## src/rtl/hfr_pkg.sv

```systemverilog
package hfr_pkg;

   localparam int unsigned PAYLOAD_BYTES_DEFAULT = 7;
   localparam int unsigned PAYLOAD_W = 56;
   localparam int unsigned CSR_INDEX_W = 1;
   localparam int unsigned CSR_DATA_W = 8;

   localparam logic [CSR_INDEX_W-1:0] CSR_HEADER_VALUE = 1'b0;
   localparam logic [CSR_INDEX_W-1:0] CSR_CHECK_MODE   = 1'b1;

   localparam logic [1:0] MODE_FOLD135 = 2'd0;
   localparam logic [1:0] MODE_SUM     = 2'd1;
   localparam logic [1:0] MODE_FOLD119 = 2'd2;

   localparam logic [15:0] POLY_135 = 16'h0135;
   localparam logic [15:0] POLY_119 = 16'h0119;
   localparam logic [15:0] LIMIT_135 = 16'h007F;
   localparam logic [15:0] LIMIT_119 = 16'h00FF;

   typedef enum logic [1:0] {
      PH_HUNT  = 2'd0,
      PH_DATA  = 2'd1,
      PH_CHECK = 2'd2
   } phase_type;

   typedef struct packed {
      logic                 valid;
      logic                 frame_ok;
      logic [PAYLOAD_W-1:0] payload;
      logic [7:0]           rx_check;
   } result_type;

   function automatic logic [15:0] fold_step(input logic [15:0] acc, input logic [7:0] b,
                                             input logic [15:0] limit,
                                             input logic [15:0] poly);
      logic [15:0] x;
      x = acc ^ {8'h00, b};
      x = {x[14:0], 1'b0};
      if (x > limit) begin
         x = x ^ poly;
      end
      return x;
   endfunction

endpackage

```

## src/rtl/hfr_req_if.sv

```systemverilog
interface hfr_req_if;
   logic       valid;
   logic       ready;
   logic [7:0] rx_byte;

   modport source (output valid, output rx_byte, input ready);
   modport sink (input valid, input rx_byte, output ready);
endinterface

```

## src/rtl/hfr_rsp_if.sv

```systemverilog
interface hfr_rsp_if;
   logic        valid;
   logic        ready;
   logic        frame_ok;
   logic [55:0] payload;
   logic [7:0]  rx_check;

   modport source (output valid, output frame_ok, output payload, output rx_check, input ready);
   modport sink (input valid, input frame_ok, input payload, input rx_check, output ready);
endinterface

```

## src/rtl/hfr_parser.sv

```systemverilog
module hfr_parser #(
   parameter int unsigned PAYLOAD_BYTES = hfr_pkg::PAYLOAD_BYTES_DEFAULT
) (
   input  logic              clock,
   input  logic              reset,
   input  logic              accept,
   input  logic [7:0]        rx_byte,
   input  logic [7:0]        header_value,
   input  logic [1:0]        check_mode,
   output logic              at_check,
   output hfr_pkg::result_type result
);
   import hfr_pkg::*;

   localparam int unsigned IDX_W = $clog2(PAYLOAD_BYTES);
   localparam int unsigned FRAME_W = 8 * PAYLOAD_BYTES;
   localparam logic [IDX_W-1:0] LAST_IDX = IDX_W'(PAYLOAD_BYTES - 1);

   phase_type            phase_ff, phase_in;
   logic [IDX_W-1:0]     idx_ff, idx_in;
   logic [FRAME_W-1:0]   frame_ff, frame_in;
   logic [15:0]          acc135_ff, acc135_in;
   logic [15:0]          acc119_ff, acc119_in;
   logic [7:0]           sum_ff, sum_in;
   logic [7:0]           want;
   logic [63:0]          frame_wide;

   always_ff @(posedge clock) begin
      if (reset) begin
         phase_ff <= PH_HUNT;
         idx_ff   <= '0;
      end else begin
         phase_ff <= phase_in;
         idx_ff   <= idx_in;
      end
      frame_ff  <= frame_in;
      acc135_ff <= acc135_in;
      acc119_ff <= acc119_in;
      sum_ff    <= sum_in;
   end

   always_comb begin
      priority if (check_mode == MODE_SUM) begin
         want = sum_ff;
      end else if (check_mode == MODE_FOLD119) begin
         want = acc119_ff[7:0] ^ frame_ff[7:0];
      end else begin
         want = acc135_ff[7:0] ^ frame_ff[FRAME_W-1 -: 8];
      end
   end

   always_comb begin
      phase_in  = phase_ff;
      idx_in    = idx_ff;
      frame_in  = frame_ff;
      acc135_in = acc135_ff;
      acc119_in = acc119_ff;
      sum_in    = sum_ff;
      result.valid    = 1'b0;
      result.frame_ok = (want == rx_byte);
      result.payload  = frame_wide[PAYLOAD_W-1:0];
      result.rx_check = rx_byte;
      if (accept) begin
         unique case (phase_ff)
            PH_HUNT: begin
               if (rx_byte == header_value) begin
                  phase_in  = PH_DATA;
                  idx_in    = '0;
                  acc135_in = '0;
                  acc119_in = '0;
                  sum_in    = '0;
               end
            end
            PH_DATA: begin
               frame_in = {frame_ff[FRAME_W-9:0], rx_byte};
               sum_in   = sum_ff + rx_byte;
               if (idx_ff != '0) begin
                  acc135_in = fold_step(acc135_ff, rx_byte, LIMIT_135, POLY_135);
               end
               if (idx_ff != LAST_IDX) begin
                  acc119_in = fold_step(acc119_ff, rx_byte, LIMIT_119, POLY_119);
                  idx_in    = idx_ff + 1'b1;
               end else begin
                  phase_in = PH_CHECK;
                  idx_in   = '0;
               end
            end
            PH_CHECK: begin
               result.valid = 1'b1;
               phase_in     = PH_HUNT;
               idx_in       = '0;
            end
            default: begin
               phase_in = PH_HUNT;
               idx_in   = '0;
            end
         endcase
      end
   end

   assign frame_wide      = 64'(frame_ff);
   assign at_check        = (phase_ff == PH_CHECK);

`ifndef SYNTHESIS
   a_check_idx_zero: assert property (@(posedge clock) disable iff (reset)
      phase_ff == PH_CHECK |-> idx_ff == '0)
      else $error("index not cleared at check byte");

   a_check_to_hunt: assert property (@(posedge clock) disable iff (reset)
      accept && phase_ff == PH_CHECK |=> phase_ff == PH_HUNT)
      else $error("no return to hunting after check byte");

   a_last_to_check: assert property (@(posedge clock) disable iff (reset)
      accept && phase_ff == PH_DATA && idx_ff == LAST_IDX |=> phase_ff == PH_CHECK)
      else $error("last payload byte did not lead to check phase");

   a_result_only_check: assert property (@(posedge clock) disable iff (reset)
      result.valid |-> accept && at_check)
      else $error("result outside check phase");
`endif

endmodule

```

## src/rtl/hfr_out.sv

```systemverilog
module hfr_out (
   input  logic                clock,
   input  logic                reset,
   input  hfr_pkg::result_type result,
   output logic                full,
   hfr_rsp_if.source           rsp_chan
);
   import hfr_pkg::*;

   logic                 valid_ff, valid_in;
   logic                 ok_ff, ok_in;
   logic [PAYLOAD_W-1:0] payload_ff, payload_in;
   logic [7:0]           check_ff, check_in;

   always_ff @(posedge clock) begin
      if (reset) begin
         valid_ff <= 1'b0;
      end else begin
         valid_ff <= valid_in;
      end
      ok_ff      <= ok_in;
      payload_ff <= payload_in;
      check_ff   <= check_in;
   end

   always_comb begin
      valid_in   = valid_ff && !rsp_chan.ready;
      ok_in      = ok_ff;
      payload_in = payload_ff;
      check_in   = check_ff;
      if (result.valid) begin
         valid_in   = 1'b1;
         ok_in      = result.frame_ok;
         payload_in = result.payload;
         check_in   = result.rx_check;
      end
   end

   assign full              = valid_ff && !rsp_chan.ready;
   assign rsp_chan.valid    = valid_ff;
   assign rsp_chan.frame_ok = ok_ff;
   assign rsp_chan.payload  = payload_ff;
   assign rsp_chan.rx_check = check_ff;

endmodule

```

## src/rtl/handle_frame_receiver.sv

```systemverilog
// Header-framed byte receiver with a selectable 8-bit check. Bytes enter on req_chan
// one per cycle; the block hunts for header_value (csr index 0), stores PAYLOAD_BYTES
// payload bytes and treats the next byte as the check byte, compared with a check
// picked by check_mode (csr index 1): 0 or 3 fold with 0x135, 1 byte sum, 2 fold with
// 0x119. All three checks are built in parallel, so any mode written before the
// check byte applies. Only the check byte gives a response, on rsp_chan in the next
// cycle, with frame_ok, the payload (first byte on top) and the received check byte.
// Throughput is one byte per cycle; req_chan.ready drops only while a check byte is
// waiting and the response register still holds an untaken response.
module handle_frame_receiver #(
   parameter int unsigned PAYLOAD_BYTES = hfr_pkg::PAYLOAD_BYTES_DEFAULT
) (
   input  logic                             clock,
   input  logic                             reset,
   hfr_req_if.sink                          req_chan,
   hfr_rsp_if.source                        rsp_chan,
   input  logic                             csr_we,
   input  logic [hfr_pkg::CSR_INDEX_W-1:0]  csr_index,
   input  logic [hfr_pkg::CSR_DATA_W-1:0]   csr_wdata
);
   import hfr_pkg::*;

   logic [7:0]  header_ff, header_in;
   logic [1:0]  mode_ff, mode_in;
   logic        at_check;
   logic        out_full;
   logic        accept;
   result_type  result;

   always_ff @(posedge clock) begin
      if (reset) begin
         header_ff <= '0;
         mode_ff   <= MODE_FOLD135;
      end else begin
         header_ff <= header_in;
         mode_ff   <= mode_in;
      end
   end

   always_comb begin
      header_in = header_ff;
      mode_in   = mode_ff;
      if (csr_we) begin
         unique case (csr_index)
            CSR_HEADER_VALUE: header_in = csr_wdata;
            CSR_CHECK_MODE:   mode_in   = csr_wdata[1:0];
            default: begin
            end
         endcase
      end
   end

   assign req_chan.ready = !(at_check && out_full);
   assign accept         = req_chan.valid && req_chan.ready;

   hfr_parser #(
      .PAYLOAD_BYTES(PAYLOAD_BYTES)
   ) u_parser (
      .clock        (clock),
      .reset        (reset),
      .accept       (accept),
      .rx_byte      (req_chan.rx_byte),
      .header_value (header_ff),
      .check_mode   (mode_ff),
      .at_check     (at_check),
      .result       (result)
   );

   hfr_out u_out (
      .clock    (clock),
      .reset    (reset),
      .result   (result),
      .full     (out_full),
      .rsp_chan (rsp_chan)
   );

endmodule

```

## src/flat_wrapper.sv

```systemverilog
// flat-port wrapper written by rule: the top's interface ports become plain ports
module handle_frame_receiver_flat import hfr_pkg::*;
#(
   parameter int unsigned PAYLOAD_BYTES = hfr_pkg::PAYLOAD_BYTES_DEFAULT
)
  (clock, reset, csr_we, csr_index, csr_wdata, req_chan_valid, req_chan_rx_byte, req_chan_ready, rsp_chan_valid, rsp_chan_frame_ok, rsp_chan_payload, rsp_chan_rx_check, rsp_chan_ready);
  hfr_req_if req_chan_i ();
  hfr_rsp_if rsp_chan_i ();
  input  logic clock;
  input  logic reset;
  input  logic csr_we;
  input  logic [hfr_pkg::CSR_INDEX_W-1:0] csr_index;
  input  logic [hfr_pkg::CSR_DATA_W-1:0] csr_wdata;
  input wire logic [$bits(req_chan_i.valid)-1:0] req_chan_valid;
  input wire logic [$bits(req_chan_i.rx_byte)-1:0] req_chan_rx_byte;
  output wire logic [$bits(req_chan_i.ready)-1:0] req_chan_ready;
  output wire logic [$bits(rsp_chan_i.valid)-1:0] rsp_chan_valid;
  output wire logic [$bits(rsp_chan_i.frame_ok)-1:0] rsp_chan_frame_ok;
  output wire logic [$bits(rsp_chan_i.payload)-1:0] rsp_chan_payload;
  output wire logic [$bits(rsp_chan_i.rx_check)-1:0] rsp_chan_rx_check;
  input wire logic [$bits(rsp_chan_i.ready)-1:0] rsp_chan_ready;
  assign req_chan_i.valid = req_chan_valid;
  assign req_chan_i.rx_byte = req_chan_rx_byte;
  assign req_chan_ready = req_chan_i.ready;
  assign rsp_chan_valid = rsp_chan_i.valid;
  assign rsp_chan_frame_ok = rsp_chan_i.frame_ok;
  assign rsp_chan_payload = rsp_chan_i.payload;
  assign rsp_chan_rx_check = rsp_chan_i.rx_check;
  assign rsp_chan_i.ready = rsp_chan_ready;
  handle_frame_receiver #(.PAYLOAD_BYTES(PAYLOAD_BYTES)) u_core (.clock(clock), .reset(reset), .req_chan(req_chan_i), .rsp_chan(rsp_chan_i), .csr_we(csr_we), .csr_index(csr_index), .csr_wdata(csr_wdata));
endmodule
```

## config.mk

```make
export PLATFORM = sky130hd
export DESIGN_NAME = handle_frame_receiver_flat
export DESIGN_NICKNAME = d
export VERILOG_FILES = /design/src/rtl/hfr_pkg.sv /design/src/rtl/hfr_req_if.sv /design/src/rtl/hfr_rsp_if.sv /design/src/rtl/hfr_parser.sv /design/src/rtl/hfr_out.sv /design/src/rtl/handle_frame_receiver.sv /design/src/flat_wrapper.sv
export SDC_FILE = /design/constraint.sdc
export NUM_CORES = 1
export LEC_CHECK = 0
export BUFFER_PORTS_ARGS = -buffer_cell sky130_fd_sc_hd__buf_4
export CAP_MARGIN = 20
export CELL_PAD_IN_SITES_DETAIL_PLACEMENT = 0
export CELL_PAD_IN_SITES_GLOBAL_PLACEMENT = 1
export CORE_ASPECT_RATIO = 2
export CORE_MARGIN = 10
export CORE_UTILIZATION = 52
export DETAILED_ROUTE_END_ITERATION = 16
export GPL_TIMING_DRIVEN = 0
export HOLD_SLACK_MARGIN = 0.12
export PLACE_DENSITY = 0.85
export SYNTH_ARGS = -nofsm -noshare
export SYNTH_HDL_FRONTEND = slang
export SYNTH_SLANG_ARGS = --single-unit
```

## constraint.sdc

```tcl
create_clock -name clock -period 14.92 [get_ports clock]
set_input_delay 0.746 -clock clock [delete_from_list [all_inputs] [get_ports clock]]
set_output_delay 0.746 -clock clock [all_outputs]
set_load 0.02 [all_outputs]
```

**Yosys cells after proc, flatten, opt, wreduce, memory -nomap -nowiden**

Cells that the tools add are included.

- Register bits after elaboration: 175
- Bits of input ports: 22
- Output and inout bits: 67

- $add $sub $neg: 2
- $lt $le $gt $ge: 2
- Equality and inequality tests: 11
- Mux-type cells: 20
- Bitwise gates (word level): 7
- Reduce and logical (&&, ||, !) cells: 16

Operators by type and width:

| cell | number |
|---|---|
| 15-bit case mux with 2 select lines | 2 |
| 15-bit two-way mux | 3 |
| 15-bit by 8-bit bitwise XOR with 15-bit output | 2 |
| 8-bit two-way mux | 3 |
| 9-bit two-way mux | 2 |
| 8-bit == test | 2 |
| 16-bit by 7-bit > comparator with 1-bit output, second input constant | 1 |
| 16-bit by 8-bit > comparator with 1-bit output, second input constant | 1 |
| 8-bit case mux with 2 select lines | 1 |
| 8-bit bitwise XOR | 2 |
| 8-bit adder | 1 |
| 2-bit != test, second input constant | 4 |
| 2-bit AND reduction | 4 |
| 4-bit AND reduction | 2 |
| 3-bit two-way mux | 2 |
| 3-bit case mux with 2 select lines | 1 |
| 3-bit AND reduction | 2 |
| 5-bit inverter | 1 |
| 2-bit by 1-bit == test with 1-bit output, second input constant | 2 |
| 2-bit == test, second input constant | 2 |
| 2-bit two-way mux | 2 |
| 4-bit inverter | 1 |
| 2-bit case mux with 2 select lines | 1 |
| 3-bit by 1-bit adder with 3-bit output, second input constant | 1 |
| 8 further kinds | 13 |

**Longest topological paths before layout**

- Word-level depth: 7
- Depth in mapped cells: 9

**By module**

From an unflattened synthesis, not the netlist that was laid out.

- Cells, all modules: 442
- Area total of the unflattened synthesis: 6,954.2 um2

Modules (own cells, without submodules):

| module | times used | cells an instance | area each (um2) | seq. area each (um2) |
|---|---|---|---|---|
| hfr_parser | 1 | 330 | 4,514.3 | 2,922.8 |
| hfr_out | 1 | 68 | 1,995.7 | 1,971.9 |
| handle_frame_receiver | 1 | 44 | 444.2 | 200.2 |

**Least setup slack after synthesis**

Ideal clock, no wire load.

- Path kind: input -> register
- Start: in rsp_chan_ready
- End: reg u_core.u_out.ok_ff (netlist: u_core.u_out.rsp_chan.frame_ok) (enable)
- Setup time: 0.568 ns
- Arrival time: 5.620 ns
- Required time: 14.352 ns
- Slack: 8.731 ns
- Cell stages on the path: 4
- Cell sequence: nand2b_1 or3_1 nand2_1 nor3_1

RTL lines:

| what | RTL line | text |
|---|---|---|
| start: declaration | flat_wrapper.sv:21 | `input wire logic [$bits(rsp_chan_i.ready)-1:0] rsp_chan_ready;` |
| end signal: assignment | hfr_out.sv:21 | `ok_ff <= ok_in;` |
| end: declaration | hfr_out.sv:11 | `logic ok_ff, ok_in;` |

**Final worst setup path**

- Start: in req_chan_rx_byte[1]
- End: reg u_core.u_parser.acc135_ff[3] (enable)

- Cells in the longest elaborated chain, start to end: 3

Ends and longest elaborated chain:

| what | RTL line | text |
|---|---|---|
| start: declaration | flat_wrapper.sv:15 | `input wire logic [$bits(req_chan_i.rx_byte)-1:0] req_chan_rx_byte;` |
| 8-bit == test | hfr_parser.sv:66 | `if (rx_byte == header_value) begin` |
| 2-bit != test (no line) | -- |  |
| 4-bit AND reduction (no line) | -- |  |
| end signal: assignment | hfr_parser.sv:37 | `acc135_ff <= acc135_in;` |
| end: declaration | hfr_parser.sv:22 | `logic [15:0] acc135_ff, acc135_in;` |

Every way passes these cells.
A chain may end at the register's enable or synchronous reset.

==> results.toml <==
[clocking]
clk_pin_slew_ps = 70
post_cts.repair.setup_buffers = 0
cts_sinks = 175
ctsLongestPathBuffers = 2
postcts_resize_cnt = 0
clock_latency_late_sink_ps = 420
clock-root-buffer = "clkbuf_16"
cts_tree = "yes"
tritoncts.num_buffers = 17
htree_num_levels = 4
cts.hold.buffers_added = 0

[status]
status = "complete, no violations"

[drt]
detail_route.iter0.violations = 170
avgRoutedWirePerCell_um = 18.8
totalWireLength_um = 12700
avgViaCountPerCell = 5.31
residual_drc_count = 0
1st_pass_router_iterations = 4
antenna_violating_nets_post_route = 0
via_count = 3576

[floorplan]
core_area_mm2 = 0.0126
die_width_um = 99.8
number_of_cell_rows = 58
initial_utilization_pct = 52.7
die-area_mm2 = 0.0179
top_level_ports = 89
die_h_um = 180

[layout]
area_of_the_multi_input_gates_mm2 = 0.00147
areaGrowthSynthToFinish_pct = 22.6
final_layout_size_suffix_gt1_share_pct = 25.6
final_cell_count_no_fill = 674
nets = 541
antennaDiodeCount = 0
area.sequential_mm2 = 0.00509
n_fill_cell = 910

[power_and_ir_drop]
vdd_ir_drop_max_uv = 125
pwrdens_mw_per_mm2 = 121
static-leakage-power_uw = 0.00287

[timing]
finalClockSkew_ps = 9.25
fmax_ghz = 0.368
finalMaxSlewViolations = 0
setup_violations = 0
worst_hold_slack_after_final_layout_ps = 447
setup_slack_ps = 12200
period_minus_slack_ps = 2720
post_route_setup_tns_ps = 0
final_min_period_over_clock_period_pct = 18.2
unrepaired_setup_endpoints_after_global_routing = "no"
pin_slew_with_the_least_headroom_to_its_limit_ps = 796
finalHoldViolCount = 0
max_slew_margin_pct = 47.0

[synth]
postSynthAreaPerCell_um2 = 16.6
cell_taking_the_most_area_after_synthesis = "edfxtp_1"
postSynthNetCount = 429
syn-cell-area_mm2 = 0.00662
synth_top_area_share_pct = 72.1
synth.yosys.warnings = 0
postSynthCellCount = 399
synth_async_sr_flop_share_pct = 0
netlist_top_cells_area = "edfxtp_1 72%, dfxtp_1 4.8%, xnor2_1 4.4%, xor2_1 2.8%, and2_1 2.1%"
synth-edff-count = 159
ys_seq_elements = 175
synth_top_flop_cell = "edfxtp_1"
synthDistinctLibCells = 40
synth_sequential_area_ratio_pct = 77.0

[setup_path]
crit_path_slowest_cell = "o31a_1"
crit_type = "in -> reg"
timing.critical_path.arrival_ps = 2770
rr_worst_depth = 5
timing.critical_path.from_type = "primary input"
path_cells = "buf_4 -> buf_2 -> xnor2_1 -> nand4_1 -> nor2_1 -> o211a_1 -> o31a_1"
timing.critical_path.slowest_cell_delay_ps = 740
timing.reg2reg.setup_slack_ps = 12380
crit-reg2reg-launch = "u_core.header_ff[0]"
largest_fanout_of_any_net_on_the_critical_path = 15
crit_path_end_kind = "register"
r2r_end = "u_core.u_parser.acc135_ff[3]"
critical_path_required_ps = 14970

[hold_path]
worst_hold_path_type = "reg -> reg"
hp-start = "u_core.u_parser.frame_ff[12]"
worstHoldPathCells = 0
worst_hold_path.endpoint = "u_core.u_parser.frame_ff[20]"

[grt]
wire_length_of_the_first_global_routing_pass_um = 20200
grt_remaining_overflow = 0
grt_antenna_before_repair = 0
grtUsageTotal_pct = 14.4
first_global_vias = 3821
maximum_number_of_pins_on_one_net_before_global_route_repair = 43

[placement]
dp_hpwl_um = 9240
place_worst_setup_slack_ps = 11730
buffer_ports.inserted = 87
place.gp.congestion = 0.846
dpl.cell_count = 642

[job]
cap_viol_max_count = 0
[per-stage QoR]
stage | instance area, um^2 | total power, uW | util (%)
after floorplan | 6620 | 560 | -
after global placement | 7460 | 572 | 59.4
after detailed placement | 7540 | 573 | 60.0
after CTS | 8110 | 992 | 64.6
after global routing | 8110 | 1010 | 64.6
final | 8110 | 984 | 64.6
[cells in the final DEF (no fill, tap or decap), types with 5 or more instances in the layout]
cell type,n
a21oi_1,10
xor2_1,21
dfxtp_1,16
edfxtp_1,159
nor3_1,11
xnor2_1,33
clkbuf_16,17
ha_1,7
o22ai_1,8
inv_1,5
nand2_1,9
nor2b_1,9
nor2_1,31
buf_4,88
and2_1,21
mux2i_1,11
clkbuf_1,5
[kinds of logic (layout without fill, tap and decap cells)]
family | count (synthesis) | after routing | share of synthesized area (%)
xor gates and xnor gates | 55 | 55 | 7.39
muxes | 11 | 11 | 1.66
adders and majority gates | 8 | 8 | 1.63
AOI/OAI and AO/OA | 36 | 36 | 3.72
and+or+nand+nor | 100 | 100 | 7.75
buffers and inverters | 14 | 139 | 0.851
DFF | 175 | 175 | 77.0
[critical path: cells and delay by family]
family	cells	cell delay, ps
compound gates	2	1210
xor+xnor	1	150
buf+inv	2	310
simple gates	2	350
[layer usage]
metal	vias to the layer above	share of wire [%]	routed length, um	track usage (%)
li1	1694	-	-	-
met1	1767	37	4740	14.8
met2	91	55	6970	25.4
met3	24	4.9	624	4.49
met4	0	2.7	340	6.51
met5	-	0	0	0
[sequential cells by signal, indices dropped and copies added (netlist names)]
signal and count:
u_core.u_parser.acc135_ff 15, u_core.u_out.rsp_chan.rx_check 8, u_core.u_parser.acc119_ff 15, u_core.u_parser.phase_ff 2, u_core.header_ff 8, u_core.u_out.rsp_chan.valid 1
u_core.u_parser.idx_ff 3, u_core.u_out.rsp_chan.payload 56, u_core.u_out.rsp_chan.frame_ok 1, u_core.u_parser.frame_ff 56, u_core.mode_ff 2, u_core.u_parser.sum_ff 8
[area by class of cell]
| class | count | area share, % |
|---|---|---|
| plain buffers | 8 | 0.417 |
| clock buffers | 17 | 5.25 |
| clock inverters | 15 | 1.82 |
| inverters | 6 | 0.278 |
| multi-input cells | 210 | 18.2 |
| flip-flops and latches | 175 | 62.8 |
| well taps | 150 | 2.31 |
| repair buffers | 93 | 8.95 |
[power breakdown]
| part | internal, uW | leakage, uW | switching (uW) | total [uW] |
|---|---|---|---|---|
| Sequential | 529 | 0.00157 | 1.25 | 530 |
| Combinational | 14.5 | 0.00103 | 16.9 | 31.4 |
| Clock | 222 | 0.000272 | 200 | 422 |
[cell usage after synthesis, drive strengths merged (4+ instances only)]
master,count
nor3,12
o22ai,8
nand2,9
inv,6
ha,7
clkbuf,5
xnor2,34
a21oi,10
nor2b,9
edfxtp,159
nand2b,4
dfxtp,16
nor2,31
mux2i,11
and2,22
xor2,21
[worst max path at each step]
| stage | startpoint | endpoint | slack, ps | cells past startpoint |
|---|---|---|---|---|
| 2_1_floorplan | rsp_chan_ready | u_core.u_out.rsp_chan.frame_ok | 8730 | 4 |
| 3_3_place_gp | rsp_chan_ready | u_core.u_out.rsp_chan.rx_check[1] | 7270 | 5 |
| 3_5_place_dp | req_chan_rx_byte[0] | u_core.u_parser.acc135_ff[2] | 11730 | 6 |
| 4_1_cts | req_chan_rx_byte[0] | u_core.u_parser.acc135_ff[5] | 12160 | 6 |
| 5_1_grt | req_chan_rx_byte[1] | u_core.u_parser.acc135_ff[1] | 12040 | 7 |
| 6_report | req_chan_rx_byte[1] | u_core.u_parser.acc135_ff[3] | 12200 | 7 |
Note: power is estimated with default switching activity, not from simulation.
